===== src/rtl/bwtrq_ram.sv =====
`default_nettype none
module bwtrq_ram #(
  parameter int WIDTH = 8,
  parameter int DEPTH = 256
) (
  input  wire logic                     clk,
  input  wire logic                     we,
  input  wire logic [$clog2(DEPTH)-1:0] waddr,
  input  wire logic [WIDTH-1:0]         wdata,
  input  wire logic                     re,
  input  wire logic [$clog2(DEPTH)-1:0] raddr,
  output logic      [WIDTH-1:0]         rdata
);

  logic [WIDTH-1:0] mem_r [DEPTH];

  always_ff @(posedge clk) begin
    if (we) begin
      mem_r[waddr] <= wdata;
    end
    if (re) begin
      rdata <= mem_r[raddr];
    end
  end

endmodule
`default_nettype wire


===== config.mk =====
export PLATFORM = sky130hd
export DESIGN_NAME = bwtrq_ram
export DESIGN_NICKNAME = d
export VERILOG_FILES = /design/src/rtl/bwtrq_ram.sv
export SDC_FILE = /design/constraint.sdc
export NUM_CORES = 2
export LEC_CHECK = 0
export BUFFER_PORTS_ARGS = -buffer_cell sky130_fd_sc_hd__buf_2
export CORE_UTILIZATION = 55
export CTS_CLUSTER_SIZE = 25
export DETAILED_ROUTE_END_ITERATION = 10
export GPL_ROUTABILITY_DRIVEN = 0
export GPL_TIMING_DRIVEN = 0
export PLACE_DENSITY = 0.69
export SYNTH_ARGS = -nofsm -noshare
export SYNTH_HDL_FRONTEND = slang
export SYNTH_SLANG_ARGS = --single-unit

===== constraint.sdc =====
create_clock -name clk -period 4.1 [get_ports clk]
set_input_delay 0.205 -clock clk [delete_from_list [all_inputs] [get_ports clk]]
set_output_delay 0.205 -clock clk [all_outputs]
set_load 0.05 [all_outputs]

==> results.sh <==
export IMPL_power_density_nw_per_um2=488
export IMPL_r2r_start="mem_r[172][1]$_DFFE_PP_"
export IMPL_final_cell_mix="edfxtp_1, mux4_2, nor2_1, clkbuf_16, clkbuf_1"
export IMPL_gr_total_overflow=0
export IMPL_ant_nets=0
export IMPL_ys_warn_count=0
export IMPL_cts_root_buf="clkbuf_16"
export IMPL_grt_pass1_vias=40700
export IMPL_worstHoldStart="wdata[7]"
export IMPL_wl_um=233000
export IMPL_violations="design-rule violations, max-capacitance violations, max-slew violations, negative setup slack"
export IMPL_port_buffers=27
export IMPL_clk_latency_ps=850
export IMPL_max_freq_ghz=0.227
export IMPL_areaGrowthSynthToFinish_pct=11.5
export IMPL_post_place_ws_ps=-709
export IMPL_tritoncts="built"
export IMPL_p_comb_frac=0.057
export IMPL_period_minus_slack_ps=4400
export IMPL_synthXorXnorAreaFrac=0
export IMPL_status="complete, but fails checks"
export IMPL_crit_path_start="raddr[3]"
export IMPL_drc=6
export IMPL_skew_ps=31.0
export IMPL_worstMarginPinSlew_ps=1520
export IMPL_synthFlopType="edfxtp_1"
export IMPL_synth_edf_count=2056
export IMPL_ys_types=54
export IMPL_chipWidth_um=383
export IMPL_clk_path_buf_depth=3
export IMPL_power_net_switching_w=0.00953
export IMPL_clk_pin_slew_worst_paths_ps=60
export IMPL_final_common_cell="edfxtp_1"
export IMPL_synth_mux_area_frac=0.146
export IMPL_internal_power_w=0.0338
export IMPL_clockPowerShare=0.407
export IMPL_place_detailed_hpwl_um=154000
export IMPL_syn_inst=3733
export IMPL_antenna_found_initial=21
export IMPL_cts_htree_levels=4
export IMPL_grt_first_pass_wirelength_um=319000
export IMPL_crit_arrival_ps=4860
export IMPL_synthesis_nets=3760
export IMPL_fin_nets=4006
export IMPL_async_flop_share=0
export IMPL_core_sq_um=144000
export IMPL_dpl_cell_area_sq_um=82600
export IMPL_avgSynthCellArea_sq_um=21.3
export IMPL_hold_viol_final=0
export IMPL_grt_use_total=0.322
export IMPL_seq_area_frac_synth=0.775
export IMPL_cp_required_ps=4560
export IMPL_total_power_w=0.0433
export IMPL_dr_pass1_iters=11
export IMPL_ir_worst_vdd_v=0.000385
export IMPL_post_cts_buffers=0
export IMPL_synth_top_family_by_area="multiplexers"
export IMPL_holdWs_ps=37.9
export IMPL_rsz0062_at_grt="true"
export IMPL_slew_headroom=-0.0227
export IMPL_syn_area_sq_um=79600
export IMPL_cts_sinks=2056
export IMPL_ys_ff_latch=2056
export IMPL_end_kind="flip-flop"
export IMPL_vias=41800
export IMPL_worst_slack_ps=-303
export IMPL_synthAdderAreaFrac=0
export IMPL_drive_gt1_frac=0.212
export IMPL_hold_class="in -> reg"
export IMPL_die_h_um=383
export IMPL_drt_vias_per_instance=6.90
export IMPL_critPathMaxFanout=10
export IMPL_synthSimpleGateAreaFrac=0.0263
export IMPL_drt_initial_drc_count=7041
export IMPL_switching_share=0.220
export IMPL_num_rows=139
export IMPL_final_setup_viol_count=3
export IMPL_postLayoutCellArea_sq_um=88800
export IMPL_io_pins=35
export IMPL_start_util=0.554
export IMPL_die_area_sq_um=146000
export IMPL_critPathKind="in -> reg"
export IMPL_timing_final_crit_share=1.07
export IMPL_wl_per_cell_um=38.4
export IMPL_slew_viol_final=2
export IMPL_cts_buffers_inserted=197
export IMPL_cp_start_kind="primary input"
export IMPL_pwr_share_seq=0.536
export IMPL_grt_start_max_net_pins=165
export IMPL_nFillCells=9963
export IMPL_maxCapViolCount=5
export IMPL_p_leak_nw=27.3
export IMPL_synth_compound_area_frac=0.0342
what timing repair did:
item,CTS,global route
hold buffers,8,0
resized for setup,0,1
endpoints found under the hold margin,672,0
setup endpoints to repair,0,1
stage by stage:
step / instances / setup TNS (ps) / util
finish: 6055 / -518 / 0.618
global route: 6050 / -2.00 / 0.618
CTS: 6045 / 0 / 0.618
detailed placement: 5675 / -3750 / 0.575
global placement: 5663 / -459720 / 0.572
floorplan: 3733 / 0 / -
state kept, by name (all words and copies together), names as in the netlist:
name	cells
rdata	8
mem_r	2048
Yosys cell counts (22+ instances only):
| cell type | count | area, sq um |
|---|---|---|
| buf_4 | 27 | 203 |
| nor2b_1 | 31 | 194 |
| mux2i_1 | 134 | 1340 |
| clkbuf_1 | 111 | 417 |
| buf_2 | 31 | 155 |
| nor2_1 | 282 | 1060 |
| edfxtp_1 | 2056 | 61700 |
| o221ai_1 | 46 | 403 |
| nand3_1 | 34 | 170 |
| a22oi_1 | 133 | 998 |
| o22ai_1 | 28 | 175 |
| mux4_2 | 454 | 10200 |
| buf_1 | 22 | 82.6 |
| nand2_1 | 33 | 124 |
| a21oi_1 | 96 | 480 |
| nor4_1 | 24 | 150 |
| nor3_1 | 22 | 110 |
per-layer routing:
metal / part of all wire / vias to the layer above / global-route usage
li1: - / 16200 / -
met1: 0.36 / 21800 / 0.431
met2: 0.45 / 3167 / 0.477
met3: 0.14 / 596 / 0.108
met4: 0.056 / 16 / 0.156
met5: 0.00086 / - / 0.00430
critical path: stages:
cell and delay [ps]:
buf_2 170, buf_2 490, buf_1 1140, mux4_2 520
nor2_1 60, a2111oi_1 930, nor3_1 240, nor4_1 1080
power by group through the flow:
stage / Sequential, W / Combinational, W / Clock [W]
6_report: 0.0232 / 0.00247 / 0.0177
5_1_grt: 0.0232 / 0.00250 / 0.0184
4_1_cts: 0.0232 / 0.00240 / 0.0176
3_5_place_dp: 0.0236 / 0.00239 / 0
3_3_place_gp: 0.0237 / 0.00231 / 0
2_1_floorplan: 0.0237 / 0.00113 / 0
final timing paths:
kind,endpoint,slack (ps),depth (start not counted)
worst max-delay path,rdata[1]$_DFFE_PP_,-300,8
worst min-delay path,mem_r[60][7]$_DFFE_PP_,40,2
worst max register to register,rdata[1]$_DFFE_PP_,440,6
worst min register to register,rdata[0]$_DFFE_PP_,1250,5
layout make-up:
class                           count  area, sq um  area share
Antenna cell                       10         25.0    0.000282
Buffer                            233         1470      0.0166
Clock buffer                      262         5300      0.0597
Clock inverter                    100          840     0.00945
Inverter                            2         7.51   0.0000845
Multi-Input combinational cell   1442        16500       0.185
Sequential cell                  2056        61700       0.695
Tap cell                         1903         2380      0.0268
Timing Repair Buffer               47          586     0.00659
logic make-up (layout without fill, tap and decap cells):
logic type	count (synthesis)	count (layout)
other	0	10
AO/OA/AOI/OAI	385	385
buffers and inverters	235	644
flip-flops	2056	2056
multiplexers	591	591
AND/OR/NAND/NOR	466	466
No activity file was read; power rests on OpenSTA's default activity.
