[config.mk]
export PLATFORM = sky130hd
export DESIGN_NAME = bwtrq_div
export DESIGN_NICKNAME = d
export VERILOG_FILES = /design/src/rtl/bwtrq_pkg.sv /design/src/rtl/bwtrq_div.sv
export SDC_FILE = /design/constraint.sdc
export NUM_CORES = 1
export LEC_CHECK = 0
export BUFFER_PORTS_ARGS = -buffer_cell sky130_fd_sc_hd__buf_4
export CORE_ASPECT_RATIO = 0.75
export CORE_MARGIN = 5
export CORE_UTILIZATION = 57
export CTS_CLUSTER_DIAMETER = 150
export DETAILED_ROUTE_END_ITERATION = 10
export PLACE_DENSITY = 0.91
export REMOVE_ABC_BUFFERS = 1
export SYNTH_ARGS = -nofsm -noshare
export SYNTH_HDL_FRONTEND = slang
export SYNTH_SLANG_ARGS = --single-unit
[constraint.sdc]
create_clock -name clk -period 5.43 [get_ports clk]
set_clock_uncertainty 0.05 [all_clocks]
set_input_delay 1.086 -clock clk [delete_from_list [all_inputs] [get_ports clk]]
set_output_delay 1.086 -clock clk [all_outputs]
set_load 0.03 [all_outputs]
[src/rtl/bwtrq_pkg.sv]
`default_nettype none
package bwtrq_pkg;

  localparam int MAX_LEN      = 65536;
  localparam int MAX_ALPHA    = 15;
  localparam int MIN_INTERVAL = 16;
  localparam int MAX_INTERVAL = 1024;
  localparam int ROW_COUNT    = MAX_LEN / MIN_INTERVAL + 1;

  localparam int CNT_W   = 17;
  localparam int SYM_W   = 4;
  localparam int IV_W    = 11;
  localparam int ALPHA_W = 4;
  localparam int ADDR_W  = $clog2(MAX_LEN);
  localparam int ROW_W   = $clog2(ROW_COUNT);
  localparam int ROWV_W  = MAX_ALPHA * CNT_W;
  localparam int CFGI_W  = 2;
  localparam int STAT_W  = 2;
  localparam int DIVC_W  = $clog2(CNT_W);

  localparam logic OP_LOAD = 1'b0;
  localparam logic OP_RANK = 1'b1;

  localparam logic [STAT_W-1:0] ST_OK      = 2'd0;
  localparam logic [STAT_W-1:0] ST_BAD_SYM = 2'd1;
  localparam logic [STAT_W-1:0] ST_BAD_POS = 2'd2;

  localparam logic [CFGI_W-1:0] CFG_ALPHABET = 2'd0;
  localparam logic [CFGI_W-1:0] CFG_INTERVAL = 2'd1;
  localparam logic [CFGI_W-1:0] CFG_TEXT_LEN = 2'd2;

  typedef struct packed {
    logic             done;
    logic [CNT_W-1:0] quotient;
    logic [IV_W-1:0]  remainder;
  } div_res_t;

endpackage
`default_nettype wire

[src/rtl/bwtrq_div.sv]
`default_nettype none
module bwtrq_div (
  input  wire logic                        clk,
  input  wire logic                        rst_n,
  input  wire logic                        start,
  input  wire logic [bwtrq_pkg::CNT_W-1:0] dividend,
  input  wire logic [bwtrq_pkg::IV_W-1:0]  divisor,
  output bwtrq_pkg::div_res_t              res
);
  import bwtrq_pkg::*;

  logic              busy_r, busy_nxt;
  logic              done_r, done_nxt;
  logic [DIVC_W-1:0] step_r, step_nxt;
  logic [CNT_W-1:0]  quo_r, quo_nxt;
  logic [IV_W-1:0]   rem_r, rem_nxt;
  logic [IV_W-1:0]   dsr_r, dsr_nxt;
  logic [IV_W:0]     trial;
  logic              fits;

  // restoring division, one quotient bit per cycle
  always_comb begin
    busy_nxt = busy_r;
    done_nxt = 1'b0;
    step_nxt = step_r;
    quo_nxt  = quo_r;
    rem_nxt  = rem_r;
    dsr_nxt  = dsr_r;
    trial    = {rem_r, quo_r[CNT_W-1]};
    fits     = trial >= {1'b0, dsr_r};
    if (start) begin
      busy_nxt = 1'b1;
      step_nxt = DIVC_W'(CNT_W - 1);
      quo_nxt  = dividend;
      rem_nxt  = '0;
      dsr_nxt  = divisor;
    end else if (busy_r) begin
      quo_nxt = {quo_r[CNT_W-2:0], fits};
      rem_nxt = fits ? IV_W'(trial - {1'b0, dsr_r}) : trial[IV_W-1:0];
      if (step_r == '0) begin
        busy_nxt = 1'b0;
        done_nxt = 1'b1;
      end else begin
        step_nxt = step_r - 1'b1;
      end
    end
  end

  always_ff @(posedge clk) begin
    if (!rst_n) begin
      busy_r <= 1'b0;
      done_r <= 1'b0;
    end else begin
      busy_r <= busy_nxt;
      done_r <= done_nxt;
    end
  end

  always_ff @(posedge clk) begin
    step_r <= step_nxt;
    quo_r  <= quo_nxt;
    rem_r  <= rem_nxt;
    dsr_r  <= dsr_nxt;
  end

  assign res.done      = done_r;
  assign res.quotient  = quo_r;
  assign res.remainder = rem_r;

endmodule
`default_nettype wire
==> flow_metrics.tcl <==
set metrics [dict create \
    cp_max_fo 21 \
    final_common_cell "buf_4" \
    critPathTopFamily "compound AO/OA/AOI/OAI gates" \
    ys_types 44 \
    worstPathRequired_ns 5.60 \
    die_area_sq_mm 0.00551 \
    cts_sinks 46 \
    netlist_instances 204 \
    crit_path_max_incr_delay_ns 0.54 \
    hp-class "register to register" \
    clk_latency_ns 0.30 \
    final_cell_mix "59 x buf_4, 28 x edfxtp_1, 20 x nor2_1" \
    criticalPathCategory "register to register" \
    die_h_um 65.6 \
    worst-path-buf-inv 1 \
    rr_endpoint "rem_r[0]" \
    met3_usage_pct 6.02 \
    place_ws_ns 2.63 \
    routed_via_density 5.50 \
    cp_num_cells 9 \
    crit_start "quo_r[16]" \
    rrSetupSlack_ns 2.59 \
    cellPowerDensity_mw_per_mm2 303 \
    h-tree-depth 2 \
    cts.repair.resized 0 \
    totalWireLength_um 4800 \
    cts_post_setup_buffers_inserted 0 \
    gp_congestion 0.942 \
    clkTransAtPathRegs_ns 0.09 \
    peakVddDrop_mv 0.184 \
    leakagePower_nw 1.25 \
    grt.busiest_layer "met2" \
    core_region_area_sq_mm 0.00400 \
    antenna_cells 0 \
    grt.total_usage_pct 18.2 \
    worstPathArrival_ns 3.01 \
    hp-start "rem_r[1]" \
    maxCapViolCount 0 \
    tns_ns 0 \
    holdPathStages 2 \
    cp-end-kind "register" \
    grt_pass1_wl_um 7910 \
    syn_to_final_growth_pct 24.7 \
    clk_path_buf_depth 2 \
    critPathCapture "rem_r[0]" \
    finalCriticalPeriod_ns 2.84 \
    grt_overflow_total 0 \
    fin_crit_sh_pct 52.3 \
    layout.nets 308 \
    yosysSeqAreaShare_pct 51.2 \
    yosysWarnings 0 \
    die_w_um 84.1 \
    drc 0 \
    global_route.usage.met1_pct 25.1 \
    cts-root-buf "clkbuf_8" \
    fillCellCount 282 \
    cts_made_buffers 5 \
    placed_cell_area_sq_mm 0.00282 \
    crit_chain "inv_1 -> ha_1 -> fa_1 -> and2b_1 -> o31a_4 -> o21ai_2 -> a21o_1 -> mux2_4 -> a211oi_2" \
    setup_viol 0 \
    final_layout_size_suffix_gt1_share_pct 33.3 \
    num_io_pins 60 \
    worst_path_max_delay_cell "a21o_1" \
    postCtsHoldBufs 0 \
    antenna_found_initial 0 \
    ys_ff_latch 46 \
    rsz0062_at_grt "false" \
    worst_slack_ns 2.59 \
    outcome "completed" \
    hold_violations 0 \
    grt_pass1_vias 1676 \
    grt_max_degree 44 \
    max_freq_mhz 352 \
    row_count 20 \
    vias 1756 \
    r2r-start "quo_r[16]" \
    tightest_slew_ns 0.629 \
    use_met2_pct 27.5 \
    reg2reg_depth 9 \
    port_buffers 59 \
    dp_hpwl_um 3510 \
    cts_tree "built" \
    drt-pass1-iter-count 4 \
    synth_area_sq_mm 0.00235 \
    design_area_sq_mm 0.00293 \
    ant_nets 0 \
    slew_viol_final 0 \
    avgSynthCellArea_sq_um 11.5 \
    start_kind "register" \
    slew_headroom_pct 58.0 \
    start_util_pct 58.6 \
    post_drt_wl_per_cell_um 15.0 \
    drt_iter0_drc 122 \
]
[state kept, by name, summed over array words and instances, names as in the netlist]
signal	flops
busy_r	1
done_r	1
dsr_r	11
quo_r	17
rem_r	11
step_r	5
[how the worst min path moves through the flow]
stage,endpoint,slack [ns]
after CTS,step_r[4],0.47
after detailed placement,step_r[4],0.45
after floorplan,step_r[4],0.41
final,rem_r[1],0.47
after global placement,step_r[4],0.43
after global routing,step_r[4],0.50
[stage by stage]
stage                     cells  util [%]  power (mW)  hold WS (ns)
after floorplan             197         -       0.564         0.411
after global placement      311      70.4       0.632         0.432
after detailed placement    311      70.4       0.637         0.446
after CTS                   319      73.1       0.891         0.468
after global routing        319      73.1       0.931         0.496
final                       319      73.1       0.886         0.470
[worst register-to-register path: cells and delay by family, from the launching register on]
| kind | cells | cell delay [ns] |
|---|---|---|
| adder cells (fa/ha/maj) | 2 | 0.39 |
| buffers and inverters | 1 | 0.10 |
| flip-flops | 1 | 0.40 |
| AND/OR/NAND/NOR | 1 | 0.20 |
| multiplexers | 1 | 0.36 |
| AO/OA/AOI/OAI | 4 | 1.25 |
[cell type report]
type | count | area, sq um | share of cell area, %
inverters | 16 | 60.1 | 2.05
clock inverters | 2 | 37.5 | 1.28
flip-flops and latches | 46 | 1200 | 41.0
multi-input cells | 135 | 1040 | 35.7
repair buffers | 59 | 443 | 15.1
clock buffers | 6 | 72.6 | 2.48
well taps | 55 | 68.8 | 2.35
[layer usage]
metal  part of all wire, %  vias up
met5                     0        -
met4                   1.2        0
met3                   8.0        8
met2                    44       58
met1                    47      822
li1                      -      868
[cells in the mapped netlist, drive strengths merged]
cell type  number  share of area [%]
nor4            1               0.27
o211ai          2               0.64
ha             13                6.9
mux2           18                8.8
nor3            3               0.64
a21oi           5                1.1
edfxtp         28                 36
a311oi          2               0.75
o311ai          1               0.37
nand3           2               0.43
and3            1               0.27
nand3b          2               0.64
xor2            5                1.9
a2111o          2               0.96
clkbuf          2               0.32
nand2          12                1.9
dfxtp          18                 15
or3             1               0.27
xnor2           4                1.5
nor2           20                3.2
and2b           1               0.32
nand2b          4                1.1
or4b            1               0.43
inv            16                2.6
nor4b           1               0.37
a21o            2               0.64
a211o           2               0.75
nand4           2               0.53
o311a           2               0.85
fa              1               0.85
o21a            5                1.7
o31ai           3               0.96
o31a            1               0.75
a32oi           4                1.5
buf             5                1.4
a211oi          4                1.5
o21ai           8                1.9
[cells by family after synthesis]
kind of cell             Yosys count  share of synthesized area, %
AO/OA/AOI/OAI                     43                          14.2
XOR/XNOR                           9                          3.36
adder cells (fa/ha/maj)           14                          7.78
buffers and inverters             23                          4.32
flip-flops                        46                          51.2
multiplexers                      18                          8.79
AND/OR/NAND/NOR                   51                          10.3
[power by group]
group | total (mW) | switching, mW | internal (mW)
combinational | 0.203 | 0.112 | 0.0906
clock | 0.256 | 0.118 | 0.137
sequential | 0.428 | 0.0218 | 0.406
total | 0.886 | 0.252 | 0.634
Note: power is estimated with default switching activity, not from simulation.
